===== config.mk =====
export PLATFORM = sky130hd
export DESIGN_NAME = int_table_with_sort_min_max
export DESIGN_NICKNAME = d
export VERILOG_FILES = /design/src/itsmm_pkg.sv /design/src/itsmm_ram.sv /design/src/itsmm_ctrl.sv /design/src/itsmm_dp.sv /design/src/int_table_with_sort_min_max.sv
export SDC_FILE = /design/constraint.sdc
export NUM_CORES = 1
export LEC_CHECK = 0
export BUFFER_PORTS_ARGS = -buffer_cell sky130_fd_sc_hd__buf_2
export CAP_MARGIN = 20
export CORE_MARGIN = 2
export CORE_UTILIZATION = 45
export DETAILED_ROUTE_END_ITERATION = 10
export PLACE_DENSITY = 0.62
export SLEW_MARGIN = 20
export SYNTH_ARGS = -nofsm -noshare
export SYNTH_HDL_FRONTEND = slang
export SYNTH_HIERARCHICAL = 1
export SYNTH_SLANG_ARGS = --single-unit

===== constraint.sdc =====
create_clock -name clock -period 8.7 [get_ports clock]
set_input_delay 0.87 -clock clock [delete_from_list [all_inputs] [get_ports clock]]
set_output_delay 0.87 -clock clock [all_outputs]
set_load 0.02 [all_outputs]

===== src/itsmm_pkg.sv =====
// ============================================================================
// itsmm_pkg
// Shared widths, operation and status codes, state and command types for the
// integer table with exchange sort and min/max.
// ============================================================================
`default_nettype none

package itsmm_pkg;

   localparam int WORD_W = 32;
   localparam int LEN_W  = 5;
   localparam int IDX_W  = 8;
   localparam int FUNC_W = 3;
   localparam int STAT_W = 2;

   localparam logic [LEN_W-1:0] LEN_RESET = 5'd16;

   localparam logic [FUNC_W-1:0] FN_APPEND = 3'd0;
   localparam logic [FUNC_W-1:0] FN_WRITE  = 3'd1;
   localparam logic [FUNC_W-1:0] FN_CLEAR  = 3'd2;
   localparam logic [FUNC_W-1:0] FN_SORT   = 3'd3;
   localparam logic [FUNC_W-1:0] FN_READ   = 3'd4;

   localparam logic [STAT_W-1:0] STAT_OK    = 2'd0;
   localparam logic [STAT_W-1:0] STAT_FULL  = 2'd1;
   localparam logic [STAT_W-1:0] STAT_RANGE = 2'd2;

   typedef enum logic [3:0] {
      S_CLEAR,
      S_IDLE,
      S_EXEC,
      S_SORT_I,
      S_SORT_IW,
      S_SORT_J,
      S_SORT_STORE,
      S_SCAN,
      S_SCAN_LAST,
      S_DONE
   } state_type;

   typedef enum logic [3:0] {
      CMD_NONE,
      CMD_CLEAR,
      CMD_LOAD,
      CMD_EXEC,
      CMD_SORT_I,
      CMD_SORT_IW,
      CMD_SORT_J,
      CMD_SORT_STORE,
      CMD_SCAN,
      CMD_SCAN_LAST
   } dp_cmd_type;

   typedef struct packed {
      logic clr_last;
      logic sort_go;
      logic j_done;
      logic i_done;
      logic scan_last;
   } dp_status_type;

endpackage

`default_nettype wire


===== src/itsmm_ram.sv =====
// ============================================================================
// itsmm_ram
// Generic single-write, single-read RAM with registered read data.
// ============================================================================
`default_nettype none

module itsmm_ram #(
   parameter int WIDTH = 32,
   parameter int DEPTH = 16
) (
   input  wire logic                     clock,
   input  wire logic                     wr_en,
   input  wire logic [$clog2(DEPTH)-1:0] wr_addr,
   input  wire logic [WIDTH-1:0]         wr_data,
   input  wire logic [$clog2(DEPTH)-1:0] rd_addr,
   output      logic [WIDTH-1:0]         rd_data
);

   logic [WIDTH-1:0] mem [DEPTH];
   logic [WIDTH-1:0] rd_data_ff;

   always_ff @(posedge clock) begin
      if (wr_en) begin
         mem[wr_addr] <= wr_data;
      end
      rd_data_ff <= mem[rd_addr];
   end

   assign rd_data = rd_data_ff;

endmodule

`default_nettype wire


===== src/itsmm_ctrl.sv =====
// ============================================================================
// itsmm_ctrl
// Sequencer: clearing pass, operation, exchange sort loops, min/max scan.
// ============================================================================
`default_nettype none

module itsmm_ctrl (
   input  wire logic                    clock,
   input  wire logic                    reset,
   input  wire logic                    start,
   input  wire itsmm_pkg::dp_status_type dp_status,
   output      itsmm_pkg::dp_cmd_type   dp_cmd,
   output      logic                    busy,
   output      logic                    rsp_strobe
);

   import itsmm_pkg::*;

   state_type state_ff;
   state_type state_in;

   always_ff @(posedge clock) begin
      if (reset) begin
         state_ff <= S_CLEAR;
      end else begin
         state_ff <= state_in;
      end
   end

   always_comb begin
      state_in = state_ff;
      case (state_ff)
         S_CLEAR: begin
            if (dp_status.clr_last) state_in = S_IDLE;
         end
         S_IDLE: begin
            if (start) state_in = S_EXEC;
         end
         S_EXEC: begin
            state_in = dp_status.sort_go ? S_SORT_I : S_SCAN;
         end
         S_SORT_I:  state_in = S_SORT_IW;
         S_SORT_IW: state_in = S_SORT_J;
         S_SORT_J: begin
            if (dp_status.j_done) state_in = S_SORT_STORE;
         end
         S_SORT_STORE: begin
            state_in = dp_status.i_done ? S_SCAN : S_SORT_IW;
         end
         S_SCAN: begin
            if (dp_status.scan_last) state_in = S_SCAN_LAST;
         end
         S_SCAN_LAST: state_in = S_DONE;
         S_DONE:      state_in = S_IDLE;
         default:     state_in = S_IDLE;
      endcase
   end

   always_comb begin
      dp_cmd     = CMD_NONE;
      busy       = 1'b1;
      rsp_strobe = 1'b0;
      case (state_ff)
         S_CLEAR: dp_cmd = CMD_CLEAR;
         S_IDLE: begin
            busy = 1'b0;
            if (start) dp_cmd = CMD_LOAD;
         end
         S_EXEC:       dp_cmd = CMD_EXEC;
         S_SORT_I:     dp_cmd = CMD_SORT_I;
         S_SORT_IW:    dp_cmd = CMD_SORT_IW;
         S_SORT_J:     dp_cmd = CMD_SORT_J;
         S_SORT_STORE: dp_cmd = CMD_SORT_STORE;
         S_SCAN:       dp_cmd = CMD_SCAN;
         S_SCAN_LAST:  dp_cmd = CMD_SCAN_LAST;
         S_DONE:       rsp_strobe = 1'b1;
         default:      dp_cmd = CMD_NONE;
      endcase
   end

endmodule

`default_nettype wire


===== src/itsmm_dp.sv =====
// ============================================================================
// itsmm_dp
// Datapath: entry store, append pointer, sort accumulator, min/max scan and
// result registers.
// ============================================================================
`default_nettype none

module itsmm_dp #(
   parameter int DEPTH = 16
) (
   input  wire logic                                 clock,
   input  wire logic                                 reset,
   input  wire itsmm_pkg::dp_cmd_type                dp_cmd,
   output      itsmm_pkg::dp_status_type             dp_status,
   input  wire logic                                 csr_we,
   input  wire logic [itsmm_pkg::LEN_W-1:0]          csr_data,
   input  wire logic [itsmm_pkg::FUNC_W-1:0]         req_func,
   input  wire logic signed [itsmm_pkg::WORD_W-1:0]  req_value,
   input  wire logic [itsmm_pkg::IDX_W-1:0]          req_index,
   output      logic [itsmm_pkg::STAT_W-1:0]         rsp_status,
   output      logic signed [itsmm_pkg::WORD_W-1:0]  rsp_read_value,
   output      logic signed [itsmm_pkg::WORD_W-1:0]  rsp_min_value,
   output      logic signed [itsmm_pkg::WORD_W-1:0]  rsp_max_value,
   output      logic [itsmm_pkg::LEN_W-1:0]          rsp_fill_count
);

   import itsmm_pkg::*;

   localparam int AW   = $clog2(DEPTH);
   localparam int LMAX = (DEPTH < 31) ? DEPTH : 31;
   localparam logic [LEN_W-1:0] LMAX_L   = LEN_W'(LMAX);
   localparam logic [AW-1:0]    CLR_LAST = AW'(DEPTH - 1);

   logic [LEN_W-1:0]         len_ff,    len_in;
   logic [LEN_W-1:0]         append_ff, append_in;
   logic [AW-1:0]            clr_ff,    clr_in;
   logic [FUNC_W-1:0]        func_ff,   func_in;
   logic signed [WORD_W-1:0] value_ff,  value_in;
   logic [IDX_W-1:0]         index_ff,  index_in;
   logic [LEN_W-1:0]         pos_i_ff,  pos_i_in;
   logic [LEN_W-1:0]         pos_j_ff,  pos_j_in;
   logic [LEN_W-1:0]         pos_k_ff,  pos_k_in;
   logic [LEN_W-1:0]         tag_ff,    tag_in;
   logic                     vld_ff,    vld_in;
   logic signed [WORD_W-1:0] acc_ff,    acc_in;
   logic signed [WORD_W-1:0] min_ff,    min_in;
   logic signed [WORD_W-1:0] max_ff,    max_in;
   logic signed [WORD_W-1:0] rd_ff,     rd_in;
   logic [STAT_W-1:0]        status_ff, status_in;

   logic [LEN_W-1:0]         eff_len;
   logic                     idx_ok;
   logic [AW-1:0]            idx_addr;
   logic [LEN_W:0]           i_plus2;

   logic                     wr_en;
   logic [AW-1:0]            wr_addr;
   logic [WORD_W-1:0]        wr_data;
   logic [AW-1:0]            rd_addr;
   logic [WORD_W-1:0]        ram_rd;
   logic signed [WORD_W-1:0] rd_data;

   itsmm_ram #(
      .WIDTH (WORD_W),
      .DEPTH (DEPTH)
   ) u_ram (
      .clock   (clock),
      .wr_en   (wr_en),
      .wr_addr (wr_addr),
      .wr_data (wr_data),
      .rd_addr (rd_addr),
      .rd_data (ram_rd)
   );

   assign rd_data = $signed(ram_rd);

   always_comb begin
      if (len_ff == '0) begin
         eff_len = LEN_W'(1);
      end else if (len_ff > LMAX_L) begin
         eff_len = LMAX_L;
      end else begin
         eff_len = len_ff;
      end
   end

   assign idx_ok   = index_ff < {{(IDX_W-LEN_W){1'b0}}, eff_len};
   assign idx_addr = AW'(index_ff[LEN_W-1:0]);
   assign i_plus2  = {1'b0, pos_i_ff} + (LEN_W+1)'(2);

   assign dp_status.clr_last  = clr_ff == CLR_LAST;
   assign dp_status.sort_go   = (func_ff == FN_SORT) && (eff_len > LEN_W'(1));
   assign dp_status.j_done    = pos_j_ff >= eff_len;
   assign dp_status.i_done    = i_plus2 >= {1'b0, eff_len};
   assign dp_status.scan_last = pos_k_ff == (eff_len - LEN_W'(1));

   always_comb begin
      len_in    = csr_we ? csr_data : len_ff;
      append_in = append_ff;
      clr_in    = clr_ff;
      func_in   = func_ff;
      value_in  = value_ff;
      index_in  = index_ff;
      pos_i_in  = pos_i_ff;
      pos_j_in  = pos_j_ff;
      pos_k_in  = pos_k_ff;
      tag_in    = tag_ff;
      vld_in    = vld_ff;
      acc_in    = acc_ff;
      min_in    = min_ff;
      max_in    = max_ff;
      rd_in     = rd_ff;
      status_in = status_ff;
      wr_en     = 1'b0;
      wr_addr   = '0;
      wr_data   = '0;
      rd_addr   = '0;

      case (dp_cmd)
         CMD_CLEAR: begin
            wr_en   = 1'b1;
            wr_addr = clr_ff;
            clr_in  = clr_ff + AW'(1);
         end
         CMD_LOAD: begin
            func_in  = req_func;
            value_in = req_value;
            index_in = req_index;
         end
         CMD_EXEC: begin
            status_in = STAT_OK;
            rd_in     = '0;
            pos_i_in  = '0;
            pos_j_in  = LEN_W'(1);
            pos_k_in  = '0;
            vld_in    = 1'b0;
            case (func_ff)
               FN_APPEND: begin
                  if (append_ff < eff_len) begin
                     wr_en     = 1'b1;
                     wr_addr   = AW'(append_ff);
                     wr_data   = value_ff;
                     append_in = append_ff + LEN_W'(1);
                  end else begin
                     status_in = STAT_FULL;
                  end
               end
               FN_WRITE: begin
                  if (idx_ok) begin
                     wr_en   = 1'b1;
                     wr_addr = idx_addr;
                     wr_data = value_ff;
                  end else begin
                     status_in = STAT_RANGE;
                  end
               end
               FN_CLEAR: begin
                  if (idx_ok) begin
                     wr_en   = 1'b1;
                     wr_addr = idx_addr;
                  end else begin
                     status_in = STAT_RANGE;
                  end
               end
               FN_READ: begin
                  if (!idx_ok) status_in = STAT_RANGE;
               end
               default: status_in = STAT_OK;
            endcase
         end
         CMD_SORT_I: begin
            rd_addr = AW'(pos_i_ff);
         end
         CMD_SORT_IW: begin
            acc_in   = rd_data;
            rd_addr  = AW'(pos_j_ff);
            tag_in   = pos_j_ff;
            pos_j_in = pos_j_ff + LEN_W'(1);
         end
         CMD_SORT_J: begin
            if (rd_data < acc_ff) begin
               wr_en   = 1'b1;
               wr_addr = AW'(tag_ff);
               wr_data = acc_ff;
               acc_in  = rd_data;
            end
            if (!dp_status.j_done) begin
               rd_addr  = AW'(pos_j_ff);
               tag_in   = pos_j_ff;
               pos_j_in = pos_j_ff + LEN_W'(1);
            end
         end
         CMD_SORT_STORE: begin
            wr_en    = 1'b1;
            wr_addr  = AW'(pos_i_ff);
            wr_data  = acc_ff;
            rd_addr  = AW'(pos_i_ff + LEN_W'(1));
            pos_i_in = pos_i_ff + LEN_W'(1);
            pos_j_in = i_plus2[LEN_W-1:0];
         end
         CMD_SCAN, CMD_SCAN_LAST: begin
            if (dp_cmd == CMD_SCAN) begin
               rd_addr  = AW'(pos_k_ff);
               tag_in   = pos_k_ff;
               vld_in   = 1'b1;
               pos_k_in = pos_k_ff + LEN_W'(1);
            end else begin
               vld_in = 1'b0;
            end
            if (vld_ff) begin
               if (tag_ff == '0) begin
                  min_in = rd_data;
                  max_in = rd_data;
               end else begin
                  if (rd_data < min_ff) min_in = rd_data;
                  if (rd_data > max_ff) max_in = rd_data;
               end
               if ((func_ff == FN_READ) && idx_ok &&
                   (index_ff == {{(IDX_W-LEN_W){1'b0}}, tag_ff})) begin
                  rd_in = rd_data;
               end
            end
         end
         default: wr_en = 1'b0;
      endcase
   end

   always_ff @(posedge clock) begin
      if (reset) begin
         len_ff    <= LEN_RESET;
         append_ff <= '0;
         clr_ff    <= '0;
         vld_ff    <= 1'b0;
      end else begin
         len_ff    <= len_in;
         append_ff <= append_in;
         clr_ff    <= clr_in;
         vld_ff    <= vld_in;
      end
   end

   always_ff @(posedge clock) begin
      func_ff   <= func_in;
      value_ff  <= value_in;
      index_ff  <= index_in;
      pos_i_ff  <= pos_i_in;
      pos_j_ff  <= pos_j_in;
      pos_k_ff  <= pos_k_in;
      tag_ff    <= tag_in;
      acc_ff    <= acc_in;
      min_ff    <= min_in;
      max_ff    <= max_in;
      rd_ff     <= rd_in;
      status_ff <= status_in;
   end

   assign rsp_status     = status_ff;
   assign rsp_read_value = rd_ff;
   assign rsp_min_value  = min_ff;
   assign rsp_max_value  = max_ff;
   assign rsp_fill_count = append_ff;

endmodule

`default_nettype wire


===== src/int_table_with_sort_min_max.sv =====
// ============================================================================
// int_table_with_sort_min_max
// Table of signed 32-bit words with append pointer, exchange sort and
// min/max over the used length.
//
//   channel   ports                         handshake
//   request   req_func req_value req_index  start & !busy
//   response  rsp_status rsp_read_value     rsp_strobe, one cycle, no stall
//             rsp_min_value rsp_max_value
//             rsp_fill_count
//   config    csr_used_length               csr_valid & csr_ready
//
// Every item ends with a min/max scan over the L used entries (L = used length);
// a sort item with L >= 2 runs the exchange loops first, with one RAM read
// port and one compare-exchange per cycle.
// After reset a clearing pass writes zero to all DEPTH entries, one per
// cycle, with busy high. The response cannot be stalled.
// ============================================================================
`default_nettype none

module int_table_with_sort_min_max #(
   parameter int DEPTH = 16
) (
   input  wire logic                                 clock,
   input  wire logic                                 reset,
   input  wire logic                                 start,
   output      logic                                 busy,
   input  wire logic [itsmm_pkg::FUNC_W-1:0]         req_func,
   input  wire logic signed [itsmm_pkg::WORD_W-1:0]  req_value,
   input  wire logic [itsmm_pkg::IDX_W-1:0]          req_index,
   output      logic                                 rsp_strobe,
   output      logic [itsmm_pkg::STAT_W-1:0]         rsp_status,
   output      logic signed [itsmm_pkg::WORD_W-1:0]  rsp_read_value,
   output      logic signed [itsmm_pkg::WORD_W-1:0]  rsp_min_value,
   output      logic signed [itsmm_pkg::WORD_W-1:0]  rsp_max_value,
   output      logic [itsmm_pkg::LEN_W-1:0]          rsp_fill_count,
   input  wire logic                                 csr_valid,
   output      logic                                 csr_ready,
   input  wire logic [itsmm_pkg::LEN_W-1:0]          csr_used_length
);

   import itsmm_pkg::*;

   dp_cmd_type    dp_cmd;
   dp_status_type dp_status;

   assign csr_ready = 1'b1;

   itsmm_ctrl u_ctrl (
      .clock      (clock),
      .reset      (reset),
      .start      (start),
      .dp_status  (dp_status),
      .dp_cmd     (dp_cmd),
      .busy       (busy),
      .rsp_strobe (rsp_strobe)
   );

   itsmm_dp #(
      .DEPTH (DEPTH)
   ) u_dp (
      .clock          (clock),
      .reset          (reset),
      .dp_cmd         (dp_cmd),
      .dp_status      (dp_status),
      .csr_we         (csr_valid & csr_ready),
      .csr_data       (csr_used_length),
      .req_func       (req_func),
      .req_value      (req_value),
      .req_index      (req_index),
      .rsp_status     (rsp_status),
      .rsp_read_value (rsp_read_value),
      .rsp_min_value  (rsp_min_value),
      .rsp_max_value  (rsp_max_value),
      .rsp_fill_count (rsp_fill_count)
   );

endmodule

`default_nettype wire


==> results.yml <==
worst_setup_path:
  cp_slowest_stage_delay_ps: 810
  max_fanout_on_critical_path: 66
  critical_path.reg2reg.endpoint: "u_dp/u_ram/rd_data[9]$_DFF_P_"
  reg2reg_setup_slack_ps: 3550
  worstPathCellList: "inv_1 > o21ai_1 > inv_1 > ha_1 > nand2b_1 > a21o_1 > a21o_1 > a21o_1 > a21oi_1 > inv_1 > o21ai_0 > a211o_4 > buf_12 > mux4_2 > a22oi_1 > nand2_1"
  rr_worst_depth: 16
  worst-endpoint-required_ps: 9200
  worstSetupStartpointType: "register"
  worst-setup-path-type: "reg2reg"
  timing.rr.start: "u_dp/len_ff[4]$_SDFFE_PP1P_"
  path_buf_inv: 4
  arrival_ps: 5650
  endpoint_kind: "register"
  critPathSlowestCell: "a211o_4"
  critical_path.top_delay_family: "compound AO/OA/AOI/OAI gates"
pwr:
  swShare_pct: 20.3
  design_power_total_mw: 8.03
  switching_power_mw: 1.63
  seqPwrFrac_pct: 50.8
  comb_power_share_pct: 3.3
  p_int_mw: 6.40
  total_leakage_power_nw: 13.9
  vdd.ir_drop.worst_mv: 0.161
  pwr_density_cell_nw_per_um2: 222
  clockPowerShare_pct: 45.9
min_path:
  min_path_cells: 1
  holdCritPathClass: "in2reg"
  hold_path.startpoint: "req_value[11]"
  worstHoldEndpoint: "u_dp/value_ff[11]$_DFFE_PN_"
logic_synthesis:
  ffs_w_async_s_r_synth_pct: 0
  ys_warn_count: 6
  synth_area_um2: 31200
  synth.top_cell.area_share_pct: 67.9
  flops_latches_synth: 756
  synth.yosys.seq_area_share_pct: 71.2
  post_synthesis_net_count: 1966
  synth_largest_area_cell: "edfxtp_1"
  synthesis.instances: 1794
  synth-edff-count: 705
  ys_dominant_reg_cell: "edfxtp_1"
  synthTopCellsByArea: "edfxtp_1, mux4_2, ha_1, dfxtp_1, a22oi_1"
  synth_area_per_cell_um2: 17.4
  ys_types: 75
route:
  dr.first_iter.drc_count: 1633
  detail_route.wl_per_cell_um: 25.0
  firstDrtPassIters: 5
  residual_antenna_violating_net_count_after_detailed_routing: 0
  via_count: 17097
  drt-vias-per-instance: 5.71
  routed_wl_mm: 74.9
  drc: 0
grt:
  grt_antenna_before_repair: 6
  track_usage_pct: 21.2
  residual_overflow_from_global_routing: 0
  grt_first_pass_wirelength_mm: 111
  number_of_global_route_vias_before_repair: 17416
  grt_start_max_net_pins: 67
floorplan:
  row_count: 96
  die_ar_um2: 71400
  start_util_pct: 45.4
  die_width_um: 267
  floorplan.core_area_um2: 68600
  height_of_the_chip_um: 267
  io_pins: 158
layout:
  fillers: 5372
  areaGrowthSynthToFinish_pct: 16.1
  drive_gt1_share_pct: 24.4
  final_nets: 2165
  mostFrequentLayoutCell: "edfxtp_1"
  final_cell_mix: "edfxtp_1, buf_2, mux4_2"
status:
  run_status: "finished, final reports clean"
timing:
  setup-tns-final_ps: 0
  period_needed_ps: 5150
  grt_setup_unrepaired: "false"
  slew_violations: 0
  finalCritPeriodShare_pct: 59.2
  finalHoldViolCount: 0
  final.setup_skew_ps: 25.0
  setup_violations: 0
  timing_worst_slew_pin_value_ps: 1140
  achievable-frequency_mhz: 194
  worst_slew_margin_relative_to_its_limit_pct: 23.4
clock_network:
  post_cts_hold_buffer_count: 0
  clk_latency_ps: 630
  tritoncts: "yes"
  cts-buffers-inserted: 79
  postCtsResizedCells: 0
  worst_setup_hold_path_clk_slew_ps: 60
  cts_setup_buffers: 0
  clock_sink_count: 756
  cts.path.max_buffers: 3
  level_count_of_the_clock_h_tree: 3
  clockRootBuffer: "clkbuf_16"
placement:
  port_buffer_count: 156
  placed_wire_length_estimate_after_detailed_placement_mm: 46.9
  place.gp.congestion: 0.877
flow_run:
  timing.max_cap.violations: 0
-- worst register-to-register path, delay by kind of cell (launching register included) --
kind / cells / cell delay [ps]
AND/OR/NAND/NOR: 2 / 250
adder cells (fa/ha/maj): 1 / 300
buffers and inverters: 4 / 980
AO/OA/AOI/OAI: 8 / 2680
multiplexers: 1 / 440
flip-flops: 1 / 390
-- flip-flops by register name, indices dropped and copies added (netlist names) --
signal / flops
u_dp/index_ff: 8
u_dp/pos_i_ff: 5
u_dp/rsp_min_value: 32
u_dp/rsp_status: 2
u_dp/rsp_read_value: 32
u_dp/rsp_fill_count: 5
u_dp/pos_j_ff: 5
u_dp/pos_k_ff: 5
u_dp/acc_ff: 32
u_dp/clr_ff: 4
u_ctrl/state_ff: 4
u_dp/func_ff: 3
u_dp/u_ram/mem: 512
u_dp/tag_ff: 5
u_dp/value_ff: 32
u_dp/len_ff: 5
u_dp/rsp_max_value: 32
u_dp/u_ram/rd_data: 32
u_dp/vld_ff: 1
-- cells in the mapped netlist, drive strengths merged, types with 5 or more instances --
library cell	instances
edfxtp	705
mux4	128
ha	120
inv	110
nand2	91
a22oi	70
nor2	65
dfxtp	51
a21oi	39
and3	39
buf	39
clkbuf	38
a22o	32
o21ai	32
nand3	22
xnor2	20
nor3	19
a21o	18
nand4	17
nand2b	14
mux2i	11
xor2	11
a211oi	9
nor2b	9
nor4	7
o211ai	6
a2111oi	5
a31oi	5
-- logic make-up (layout without fill, tap and decap cells) --
group                    count (synthesis)  in the layout  synth area share (%)
AO/OA/AOI/OAI                          255            255                  5.94
AND/OR/NAND/NOR                        305            305                  4.90
flip-flops                             756            756                  71.2
other                                    1              4                0.0120
XOR/XNOR                                31             31                 0.871
multiplexers                           139            139                  9.64
buffers and inverters                  187            453                  2.60
adder cells (fa/ha/maj)                120            120                  4.82
-- power by group through the flow --
| stage | registers (mW) | logic, mW | clock network [mW] |
|---|---|---|---|
| floorplan | 4.12 | 0.161 | 0 |
| global placement | 4.15 | 0.249 | 0 |
| detailed placement | 4.15 | 0.263 | 0 |
| CTS | 4.08 | 0.266 | 3.76 |
| global route | 4.08 | 0.293 | 3.90 |
| finish | 4.08 | 0.263 | 3.69 |
-- layout make-up --
cell class	instances	area (um2)	share of cell area, %
Clock buffer	107	2290	6.32
Inverter	110	413	1.14
Sequential cell	756	22200	61.3
Clock inverter	41	622	1.72
Antenna cell	3	7.51	0.0207
Tap cell	931	1160	3.22
Multi-Input combinational cell	851	8350	23.1
Timing Repair Buffer	195	1160	3.20
-- per-stage QoR --
| stage | cells | util [%] | setup WS [ps] | hold WS (ps) | instance area [um2] |
|---|---|---|---|---|---|
| global placement | 2839 | 48.4 | 3060 | 483 | 33200 |
| floorplan | 1794 | - | 2450 | 457 | 31200 |
| detailed placement | 2843 | 48.5 | 2980 | 496 | 33300 |
| CTS | 2991 | 52.8 | 3310 | 384 | 36200 |
| global route | 2991 | 52.8 | 3230 | 392 | 36200 |
| finish | 2994 | 52.8 | 3550 | 416 | 36200 |
-- layer usage --
layer	GRT usage, %	vias up	routed length [um]
li1	-	7529	-
met1	29.3	8808	32000
met2	33.7	633	35100
met3	4.08	123	5660
met4	7.35	4	2110
met5	0	-	25
-- how the worst max path moves through the flow --
| stage | start | to | slack [ps] | cells after the start |
|---|---|---|---|---|
| 6_report | u_dp/len_ff[4]$_SDFFE_PP1P_ | u_dp/u_ram/rd_data[9]$_DFF_P_ | 3550 | 16 |
| 5_1_grt | u_dp/len_ff[4]$_SDFFE_PP1P_ | u_dp/u_ram/rd_data[9]$_DFF_P_ | 3230 | 16 |
| 4_1_cts | u_ctrl/state_ff[1]$_SDFFE_PP0P_ | u_dp/u_ram/rd_data[8]$_DFF_P_ | 3310 | 14 |
| 3_5_place_dp | start | u_dp/u_ram/rd_data[8]$_DFF_P_ | 2980 | 14 |
| 3_3_place_gp | start | u_dp/u_ram/rd_data[8]$_DFF_P_ | 3060 | 14 |
| 2_1_floorplan | start | u_dp/func_ff[0]$_DFFE_PN_ | 2450 | 6 |
No activity file was read; power rests on OpenSTA's default activity.
